**src/hdl/bpb_pkg.sv**
```systemverilog
package bpb_pkg;

  localparam int unsigned CHAN_W    = 8;
  localparam int unsigned PIXEL_W   = 32;
  localparam int unsigned NUM_LANES = 3;
  localparam int unsigned PROD_W    = 2 * CHAN_W;
  localparam int unsigned ALPHA_LSB = NUM_LANES * CHAN_W;

  localparam logic [CHAN_W-1:0] CHAN_MAX = 8'd255;

  typedef enum logic [1:0] {
    MODE_REPLACE = 2'd0,
    MODE_ADD     = 2'd1,
    MODE_MUL     = 2'd2,
    MODE_ALPHA   = 2'd3
  } blend_mode_t;

  // per-lane control from the pipeline controller
  typedef struct packed {
    logic        load;
    blend_mode_t mode_in;
    blend_mode_t mode_s1;
  } lane_ctl_t;

  // floor(x / 255), exact while the quotient fits a byte (x below 65280)
  function automatic logic [CHAN_W-1:0] div255(input logic [PROD_W-1:0] x);
    logic [PROD_W:0] t;
    t = (PROD_W+1)'(x) + (PROD_W+1)'(x[PROD_W-1:CHAN_W]) + (PROD_W+1)'(1);
    return t[PROD_W-1:CHAN_W];
  endfunction

endpackage

```
**src/hdl/bpb_in_if.sv**
```systemverilog
interface bpb_in_if;
  logic        valid;
  logic        ready;
  logic [1:0]  mode;
  logic [31:0] dest_pixel;
  logic [31:0] src_pixel;

  modport source (output valid, output mode, output dest_pixel, output src_pixel,
                  input ready);
  modport sink   (input valid, input mode, input dest_pixel, input src_pixel,
                  output ready);
endinterface

```
**src/hdl/bpb_out_if.sv**
```systemverilog
interface bpb_out_if;
  logic        valid;
  logic        ready;
  logic [31:0] result_pixel;

  modport source (output valid, output result_pixel, input ready);
  modport sink   (input valid, input result_pixel, output ready);
endinterface

```
**src/hdl/bpb_lane.sv**
```systemverilog
module bpb_lane (
  input  logic                          clk,
  input  bpb_pkg::lane_ctl_t            ctl,
  input  logic [bpb_pkg::CHAN_W-1:0]    d_chan,
  input  logic [bpb_pkg::CHAN_W-1:0]    s_chan,
  input  logic [bpb_pkg::CHAN_W-1:0]    a_chan,
  output logic [bpb_pkg::CHAN_W-1:0]    res_chan
);
  import bpb_pkg::*;

  logic [PROD_W-1:0] num_r;
  logic [PROD_W-1:0] num_nxt;

  // stage 1: sum or weighted products
  always_comb begin
    case (ctl.mode_in)
      MODE_ADD:   num_nxt = PROD_W'(d_chan) + PROD_W'(s_chan);
      MODE_MUL:   num_nxt = PROD_W'(d_chan) * PROD_W'(s_chan);
      MODE_ALPHA: num_nxt = PROD_W'(CHAN_MAX - a_chan) * PROD_W'(d_chan)
                          + PROD_W'(a_chan) * PROD_W'(s_chan);
      default:    num_nxt = PROD_W'(s_chan);
    endcase
  end

  always_ff @(posedge clk) begin
    if (ctl.load) begin
      num_r <= num_nxt;
    end
  end

  // stage 2: saturate or scale back by 1/255
  always_comb begin
    case (ctl.mode_s1)
      MODE_ADD:   res_chan = (num_r > PROD_W'(CHAN_MAX)) ? CHAN_MAX : num_r[CHAN_W-1:0];
      MODE_MUL,
      MODE_ALPHA: res_chan = div255(num_r);
      default:    res_chan = num_r[CHAN_W-1:0];
    endcase
  end

endmodule

```
**src/hdl/bgra_pixel_blend_unit.sv**
```systemverilog
// bgra pixel blend unit
// in_ch carries one request per pixel pair: a 2-bit blend mode, the
// destination pixel and the source pixel, both bgra8888 (blue in bits 7:0,
// alpha in bits 31:24). out_ch returns one blended pixel per request, in
// request order.
// modes: replace copies the source, add saturates each color byte at 255,
// multiply gives d*s/255 and alpha gives ((255-a)*d + a*s)/255 with the
// source alpha a; the blend modes keep the destination alpha byte.
// a request passes from acceptance to out_ch.valid through one product stage
// in three color lanes, then the divide-by-255 and byte merge into the
// output register. one request is taken every cycle while out_ch drains.
// reset (rst_n low, synchronous) empties both stages; in_ch.ready is low
// while reset is held.
// when the receiver stalls, the output register holds its pixel and the
// product stage still takes one more request, so ready drops only once
// both stages are full.
module bgra_pixel_blend_unit (
  input  logic      clk,
  input  logic      rst_n,
  bpb_in_if.sink    in_ch,
  bpb_out_if.source out_ch
);
  import bpb_pkg::*;

  // pipeline occupancy
  logic s1_valid_r, s1_valid_nxt;
  logic out_valid_r, out_valid_nxt;
  logic s2_ready, s1_ready;
  logic in_acc, s1_move;

  // side-band carried next to the lanes
  blend_mode_t       mode_in;
  blend_mode_t       mode_s1_r;
  logic [CHAN_W-1:0] dest_a_s1_r;
  logic [CHAN_W-1:0] src_a_s1_r;
  logic [CHAN_W-1:0] src_a_in;

  logic [PIXEL_W-1:0] merged;
  logic [PIXEL_W-1:0] out_pixel_r;
  lane_ctl_t          lane_ctl;

  assign mode_in  = blend_mode_t'(in_ch.mode);
  assign src_a_in = in_ch.src_pixel[ALPHA_LSB +: CHAN_W];

  // output stage frees up when empty or being taken
  assign s2_ready = !out_valid_r || out_ch.ready;
  assign s1_ready = !s1_valid_r || s2_ready;
  assign in_ch.ready = rst_n && s1_ready;
  assign in_acc   = in_ch.valid && in_ch.ready;
  assign s1_move  = s1_valid_r && s2_ready;

  assign lane_ctl.load    = in_acc;
  assign lane_ctl.mode_in = mode_in;
  assign lane_ctl.mode_s1 = mode_s1_r;

  always_comb begin
    s1_valid_nxt = s1_valid_r;
    if (s1_ready) begin
      s1_valid_nxt = in_acc;
    end
    out_valid_nxt = out_valid_r;
    if (s2_ready) begin
      out_valid_nxt = s1_valid_r;
    end
  end

  always_ff @(posedge clk) begin
    if (!rst_n) begin
      s1_valid_r  <= 1'b0;
      out_valid_r <= 1'b0;
    end else begin
      s1_valid_r  <= s1_valid_nxt;
      out_valid_r <= out_valid_nxt;
    end
  end

  // alpha bytes and mode ride alongside the lane product registers
  always_ff @(posedge clk) begin
    if (in_acc) begin
      mode_s1_r   <= mode_in;
      dest_a_s1_r <= in_ch.dest_pixel[ALPHA_LSB +: CHAN_W];
      src_a_s1_r  <= src_a_in;
    end
  end

  // one lane per color byte: blue, green, red
  for (genvar k = 0; k < NUM_LANES; k++) begin : g_lane
    bpb_lane u_lane (
      .clk      (clk),
      .ctl      (lane_ctl),
      .d_chan   (in_ch.dest_pixel[k*CHAN_W +: CHAN_W]),
      .s_chan   (in_ch.src_pixel[k*CHAN_W +: CHAN_W]),
      .a_chan   (src_a_in),
      .res_chan (merged[k*CHAN_W +: CHAN_W])
    );
  end

  // merge: alpha byte from source on replace, else from destination
  assign merged[ALPHA_LSB +: CHAN_W] =
    (mode_s1_r == MODE_REPLACE) ? src_a_s1_r : dest_a_s1_r;

  always_ff @(posedge clk) begin
    if (s1_move) begin
      out_pixel_r <= merged;
    end
  end

  assign out_ch.valid        = out_valid_r;
  assign out_ch.result_pixel = out_pixel_r;

endmodule

```
**src/flat_wrapper.sv**
```systemverilog
// flat-port wrapper written by rule: the top's interface ports become plain ports
module bgra_pixel_blend_unit_flat import bpb_pkg::*;
  (clk, rst_n, in_ch_valid, in_ch_mode, in_ch_dest_pixel, in_ch_src_pixel, in_ch_ready, out_ch_valid, out_ch_result_pixel, out_ch_ready);
  bpb_in_if in_ch_i ();
  bpb_out_if out_ch_i ();
  input  logic clk;
  input  logic rst_n;
  input wire logic [$bits(in_ch_i.valid)-1:0] in_ch_valid;
  input wire logic [$bits(in_ch_i.mode)-1:0] in_ch_mode;
  input wire logic [$bits(in_ch_i.dest_pixel)-1:0] in_ch_dest_pixel;
  input wire logic [$bits(in_ch_i.src_pixel)-1:0] in_ch_src_pixel;
  output wire logic [$bits(in_ch_i.ready)-1:0] in_ch_ready;
  output wire logic [$bits(out_ch_i.valid)-1:0] out_ch_valid;
  output wire logic [$bits(out_ch_i.result_pixel)-1:0] out_ch_result_pixel;
  input wire logic [$bits(out_ch_i.ready)-1:0] out_ch_ready;
  assign in_ch_i.valid = in_ch_valid;
  assign in_ch_i.mode = in_ch_mode;
  assign in_ch_i.dest_pixel = in_ch_dest_pixel;
  assign in_ch_i.src_pixel = in_ch_src_pixel;
  assign in_ch_ready = in_ch_i.ready;
  assign out_ch_valid = out_ch_i.valid;
  assign out_ch_result_pixel = out_ch_i.result_pixel;
  assign out_ch_i.ready = out_ch_ready;
  bgra_pixel_blend_unit u_core (.clk(clk), .rst_n(rst_n), .in_ch(in_ch_i), .out_ch(out_ch_i));
endmodule
```
**config.mk**
```make
export PLATFORM = sky130hd
export DESIGN_NAME = bgra_pixel_blend_unit_flat
export DESIGN_NICKNAME = d
export VERILOG_FILES = /design/src/hdl/bpb_pkg.sv /design/src/hdl/bpb_in_if.sv /design/src/hdl/bpb_out_if.sv /design/src/hdl/bpb_lane.sv /design/src/hdl/bgra_pixel_blend_unit.sv /design/src/flat_wrapper.sv
export SDC_FILE = /design/constraint.sdc
export NUM_CORES = 2
export LEC_CHECK = 0
export BUFFER_PORTS_ARGS = -buffer_cell sky130_fd_sc_hd__buf_2
export CAP_MARGIN = 15
export CORE_MARGIN = 1
export CORE_UTILIZATION = 59
export DETAILED_ROUTE_END_ITERATION = 8
export PLACE_DENSITY = 0.84
export SYNTH_ARGS = -nofsm -noshare
export SYNTH_HDL_FRONTEND = slang
export SYNTH_SLANG_ARGS = --single-unit
export TNS_END_PERCENT = 100
```
**constraint.sdc**
```tcl
create_clock -name clk -period 5.33 [get_ports clk]
set_clock_uncertainty 0.05 [all_clocks]
set_input_delay 0.2665 -clock clk [delete_from_list [all_inputs] [get_ports clk]]
set_output_delay 0.2665 -clock clk [all_outputs]
set_load 0.005 [all_outputs]
```
# Word level (Yosys, flattened, before mapping)
# Cells that the tools add are included.
# word_totals
ff_bits,100
output_inout_bits,34
wordCells,59
# op_classes
addsub,13
n_mul,9
n_lt_le_gt_ge,3
n_eq_ne,6
n_mux,10
n_reduce_logical,9
# op_table
operator,count
16-bit case mux with 3 select lines,3
8-bit by 8-bit multiplier with 16-bit output,6
"16-bit by 1-bit adder with 16-bit output, second input constant",3
16-bit adder,3
16-bit by 8-bit adder with 16-bit output,3
"16-bit by 8-bit > comparator with 1-bit output, second input constant",3
8-bit case mux with 2 select lines,3
16-bit by 8-bit multiplier with 16-bit output,2
8-bit 2-to-1 mux,4
8-bit by 8-bit adder with 9-bit output,3
9-bit by 9-bit multiplier with 16-bit output,1
"8-bit by 8-bit subtractor with 9-bit output, first input constant",1
"2-bit == test, second input constant",4
"2-bit by 1-bit == test with 1-bit output, second input constant",2
1-bit logical AND,3
1-bit logical NOT,2
2-bit logical NOT,1
1-bit logical OR,2
2-bit OR reduction,1

# Longest topological paths before layout
# depth
word_depth,5
mapped_depth,23

# Hierarchy
# A second synthesis with hierarchy kept.
# unflattened
cells_unflattened,2760
area_unflattened_um2,25679.6
# by_module_without_submodules
module,n_inst,cells_per_inst,area_each_um2
bpb_lane at u_core.g_lane[1].u_lane,1,908,8017.7
bpb_lane at u_core.g_lane[0].u_lane,1,895,7985.2
bpb_lane at u_core.g_lane[2].u_lane,1,888,7985.2
bgra_pixel_blend_unit,1,69,1691.6

# Least setup slack after synthesis
# Ideal clock, no wire load.
# synth_timing
path_type,input to register
startpoint,input in_ch_src_pixel[31]
endpoint,"register u_core.g_lane[1].u_lane.num_r[14], data pin"
setup_time_ns,0.271
arrival_time_ns,5.537
t_required_ns,5.009
slack_ns,-0.529
cell_stages,20
cell_sequence,clkbuf_1 -> clkbuf_1 -> nand2_1 -> fa_1 -> fa_1 -> inv_1 -> fa_1 -> fa_1 -> fa_1 -> inv_1 -> fa_1 -> inv_1 -> ha_1 -> or2_2 -> a21oi_1 -> a2111oi_0 -> or3_1 -> a21oi_1 -> xor2_1 -> o22ai_1
# synth_via
elab_chain_cells,4
elab_cells_between_ends,5
# synth_lines
element,line_no,rtl
start: declaration,flat_wrapper.sv:11,input wire logic [$bits(in_ch_i.src_pixel)-1:0] in_ch_src_pixel;
8-bit by 8-bit subtractor with 9-bit output,bpb_lane.sv:19,MODE_ALPHA: num_nxt = PROD_W'(CHAN_MAX - a_chan) * PROD_W'(d_chan)
16-bit by 8-bit multiplier with 16-bit output,bpb_lane.sv:19,
16-bit adder *,bpb_lane.sv:20,+ PROD_W'(a_chan) * PROD_W'(s_chan);
16-bit case mux with 3 select lines *,bpb_lane.sv:16,case (ctl.mode_in)
via u_core.g_lane[1].u_lane.num_nxt[14],bpb_lane.sv:12,logic [PROD_W-1:0] num_nxt;
end signal: assignment,bpb_lane.sv:27,num_r <= num_nxt;
end: declaration,bpb_lane.sv:11,logic [PROD_W-1:0] num_r;
# The timed path passes the listed nets; every way through them passes the cells marked *.
# A chain may end at the register's enable or synchronous reset.

# Worst setup path after layout
# layout_timing
startpoint,input in_ch_src_pixel[28]
endpoint,"register u_core.g_lane[0].u_lane.num_r[14], data pin"
# layout_via
elab_chain_cells,4
elab_cells_between_ends,5
# layout_lines
element,line_no
8-bit by 8-bit subtractor with 9-bit output,bpb_lane.sv:19
9-bit by 9-bit multiplier with 16-bit output,bpb_lane.sv:19
16-bit adder *,bpb_lane.sv:20
16-bit case mux with 3 select lines *,bpb_lane.sv:16
via u_core.g_lane[0].u_lane.num_nxt[14],bpb_lane.sv:12
end signal: assignment,bpb_lane.sv:27
end: declaration,bpb_lane.sv:11
# Marked as above.

==> flow_summary.yaml <==
status:
  status: "finished with violations"
  violations: "setup timing"
setup_path:
  start_kind: "input pin"
  crit_path_cell_trace: "buf_16, buf_12, buf_8, and2_4, fa_1, fa_1, fa_1, fa_1, fa_1, inv_1, fa_1, inv_1, ha_2, or3_4, o22a_1, a211oi_2, a21oi_1, xnor2_1, o22ai_1"
  cp_slowest_stage_delay_ns: 0.54
  crit_end: "u_core.g_lane[0].u_lane.num_r[14]"
  criticalPathCategory: "input pin to flip-flop"
  cpMostUsedCell: "fa_1"
  path_buf_inv: 5
  crit_required_ns: 5.35
  cpMaxStageDelayCell: "fa_1"
  crit_start: "in_ch_src_pixel[28]"
  ff2ff_setup_slack_ns: 2.72
  crit_family: "adder cells"
  crit_cells: 19
  crit_fanout: 8
  crit_arrival_ns: 5.35
  reg2reg_to: "u_core.out_ch.result_pixel[19]"
  rr_startpoint: "u_core.g_lane[2].u_lane.num_r[10]"
  critPathCaptureType: "flip-flop"
  rr_worst_depth: 8
power_and_ir_drop:
  switching_share: 0.481
  internal_power_mw: 9.05
  ir_worst_vdd_v: 0.000716
  power_leakage_nw: 14.8
  switchingPower_mw: 8.38
  p_per_area_nw_per_um2: 593
  finalPower_mw: 17.4
  p_clk_frac: 0.043
  p_comb_frac: 0.881
  pwr-share-seq: 0.076
clock_tree:
  clk_path_buf_depth: 2
  root_buffer: "clkbuf_16"
  tritoncts: "done"
  numCtsBuffers: 9
  postCtsHoldBufs: 0
  path_clk_slew_ns: 0.08
  worstSkewPairLatency_ns: 0.36
  htreeDepth: 3
  cts.sinks: 100
sta:
  setup-violations-final: 1
  final.period_utilization: 1.00
  maxSlewHeadroom: 0.411
  setup_slack_ns: -0.00537
  timing.hold.ws_ns: 0.0328
  min_period_ns: 5.34
  fmax_ghz: 0.187
  rsz0062_at_grt: "yes"
  drv_slew: 0
  finalHoldViolCount: 0
  tightest_slew_ns: 0.861
synthesis:
  netlist_area_sq_um: 25300
  synth_edf_count: 98
  synth_common_cells: "inv_1 (586), fa_1 (398), ha_1 (345), and2_1 (222), nand2_1 (182)"
  ys_seq_elements: 100
  synth_flop_cell: "edfxtp_1"
  synth.area.top_cells: "fa_1 (31%), ha_1 (17%), edfxtp_1 (12%), inv_1 (8.7%), and2_1 (5.5%)"
  synthCells: 2729
  synth_cell_type_count: 71
  async_flop_share: 0
  postSynthAreaPerCell_sq_um: 9.28
  yosysMostFrequentCell: "inv_1"
  yosysTopAreaCell: "fa_1"
  ys_warn_count: 0
  seq_area_frac_synth: 0.118
  synth_top_area_frac: 0.315
detailed_routing:
  drt_iter0_markers: 1942
  post_drt_wl_per_cell_microns: 20.0
  viasPerCell: 5.84
  dr.pass1.iters: 6
  vias: 20700
  drc: 0
  final_antenna_net_count: 0
  wirelength_microns: 71100
placed_design:
  dpl_worst_slack_ns: -0.615
  dp.final_hpwl_microns: 56100
  gp_congestion: 0.952
  port_buffers: 103
  dp_cells: 3514
die:
  die-area_sq_um: 43800
  core.rowCount: 75
  fp.coreArea_sq_um: 42100
  io_pins: 104
  die_y_microns: 209
  start_util: 0.601
  die_w_microns: 209
global_route:
  antenna_found_initial: 4
  overflow: 0
  grt_pass1_vias: 22100
  grt_max_degree: 67
  grt_pass1_wl_microns: 110000
  track_usage: 0.318
cells_and_area:
  final_cells: 3550
  final_nets: 3818
  drive_gt1_frac: 0.171
  final_util: 0.697
  syn_to_final_growth_pct: 16.0
worst_hold_path:
  hold_path_class: "input pin to flip-flop"
job:
  cap_violations: 0
## stage by stage
step	setup TNS (ns)	area, sq um
3_5_place_dp	-11.63	28100
6_report	-0.00537	29400
2_1_floorplan	-0.687	25500
4_1_cts	-0.0197	28600
3_3_place_gp	-8.68	28100
5_1_grt	-0.894	29400
## cell families (layout without fill, tap and decap cells)
group	count (synthesis)	count (layout)	synth area share
other cells	1	4	0.000148
compound gates	304	304	0.0793
xor+xnor	102	102	0.0353
flops	100	100	0.118
fa+ha+maj	743	743	0.485
simple gates	759	759	0.161
mux	28	28	0.0190
buf+inv	692	971	0.103
## final cells by class
cell class | count | area [sq um]
Fill cell | 2833 | 12800
Multi-Input combinational cell | 1939 | 20200
Clock buffer | 9 | 225
Antenna cell | 1 | 2.50
Inverter | 586 | 2200
Timing Repair Buffer | 369 | 2980
Tap cell | 539 | 674
Sequential cell | 100 | 2980
Clock inverter | 7 | 118
## worst min path at each step
| stage | slack [ns] | startpoint | endpoint | cells after the start |
|---|---|---|---|---|
| 2_1_floorplan | 0.32 | in_ch_dest_pixel[24] | u_core.dest_a_s1_r[0] | 0 |
| 3_3_place_gp | 0.40 | in_ch_dest_pixel[28] | u_core.dest_a_s1_r[4] | 1 |
| 3_5_place_dp | 0.40 | in_ch_dest_pixel[27] | u_core.dest_a_s1_r[3] | 1 |
| 4_1_cts | 0.04 | in_ch_dest_pixel[31] | u_core.dest_a_s1_r[7] | 1 |
| 5_1_grt | 0.04 | in_ch_dest_pixel[31] | u_core.dest_a_s1_r[7] | 1 |
| 6_report | 0.03 | in_ch_dest_pixel[31] | u_core.dest_a_s1_r[7] | 1 |
## per-layer routing
| layer | share of wire | GRT usage | vias to the layer above | wire (microns) |
|---|---|---|---|---|
| li1 | - | - | 9099 | - |
| met2 | 0.49 | 0.555 | 1117 | 34700 |
| met1 | 0.37 | 0.397 | 10200 | 26300 |
| met5 | 0.00022 | 0 | - | 16 |
| met3 | 0.096 | 0.0484 | 296 | 6810 |
| met4 | 0.047 | 0.121 | 2 | 3350 |
## layout by cell type, fill, tap and decap left out, drive strengths merged, types with 7 or more instances in the layout
| cell | netlist | layout |
|---|---|---|
| a211oi | 23 | 23 |
| nor3 | 23 | 23 |
| nand2b | 100 | 100 |
| nor2 | 76 | 76 |
| o31ai | 12 | 12 |
| nor2b | 108 | 108 |
| mux4 | 15 | 15 |
| clkbuf | 95 | 17 |
| o21bai | 11 | 11 |
| xor2 | 40 | 40 |
| xnor2 | 62 | 62 |
| or3 | 8 | 8 |
| edfxtp | 98 | 98 |
| buf | 11 | 361 |
| a21oi | 93 | 93 |
| o22ai | 13 | 13 |
| nand2 | 182 | 182 |
| and2 | 222 | 222 |
| and3 | 8 | 8 |
| inv | 586 | 589 |
| o21a | 20 | 20 |
| ha | 345 | 345 |
| fa | 398 | 398 |
| nor4 | 7 | 7 |
| a211o | 8 | 8 |
| nand3 | 12 | 12 |
| mux2 | 10 | 10 |
| a21o | 24 | 24 |
| o21ai | 53 | 53 |
## repair_timing
item,in CTS,in global routing
pin swaps,15,83
buffers inserted,0,13
endpoints found under the setup margin,16,20
gates resized for setup,21,137
gates cloned,0,6
## sequential cells by signal, summed over array words and instances (netlist names)
register and count:
u_core.s1_valid_r 1, u_core.g_lane.u_lane.num_r 48, u_core.out_ch.valid 1, u_core.dest_a_s1_r 8
u_core.src_a_s1_r 8, u_core.mode_s1_r 2, u_core.out_ch.result_pixel 32
## power groups by stage
stage | clock network (mW) | registers, mW | logic [mW]
finish | 0.756 | 1.32 | 15.4
global route | 0.775 | 1.32 | 16.9
CTS | 0.752 | 1.30 | 13.8
detailed placement | 0 | 1.32 | 13.6
global placement | 0 | 1.31 | 13.1
floorplan | 0 | 1.25 | 8.97
(Power assumes the default switching activity.)
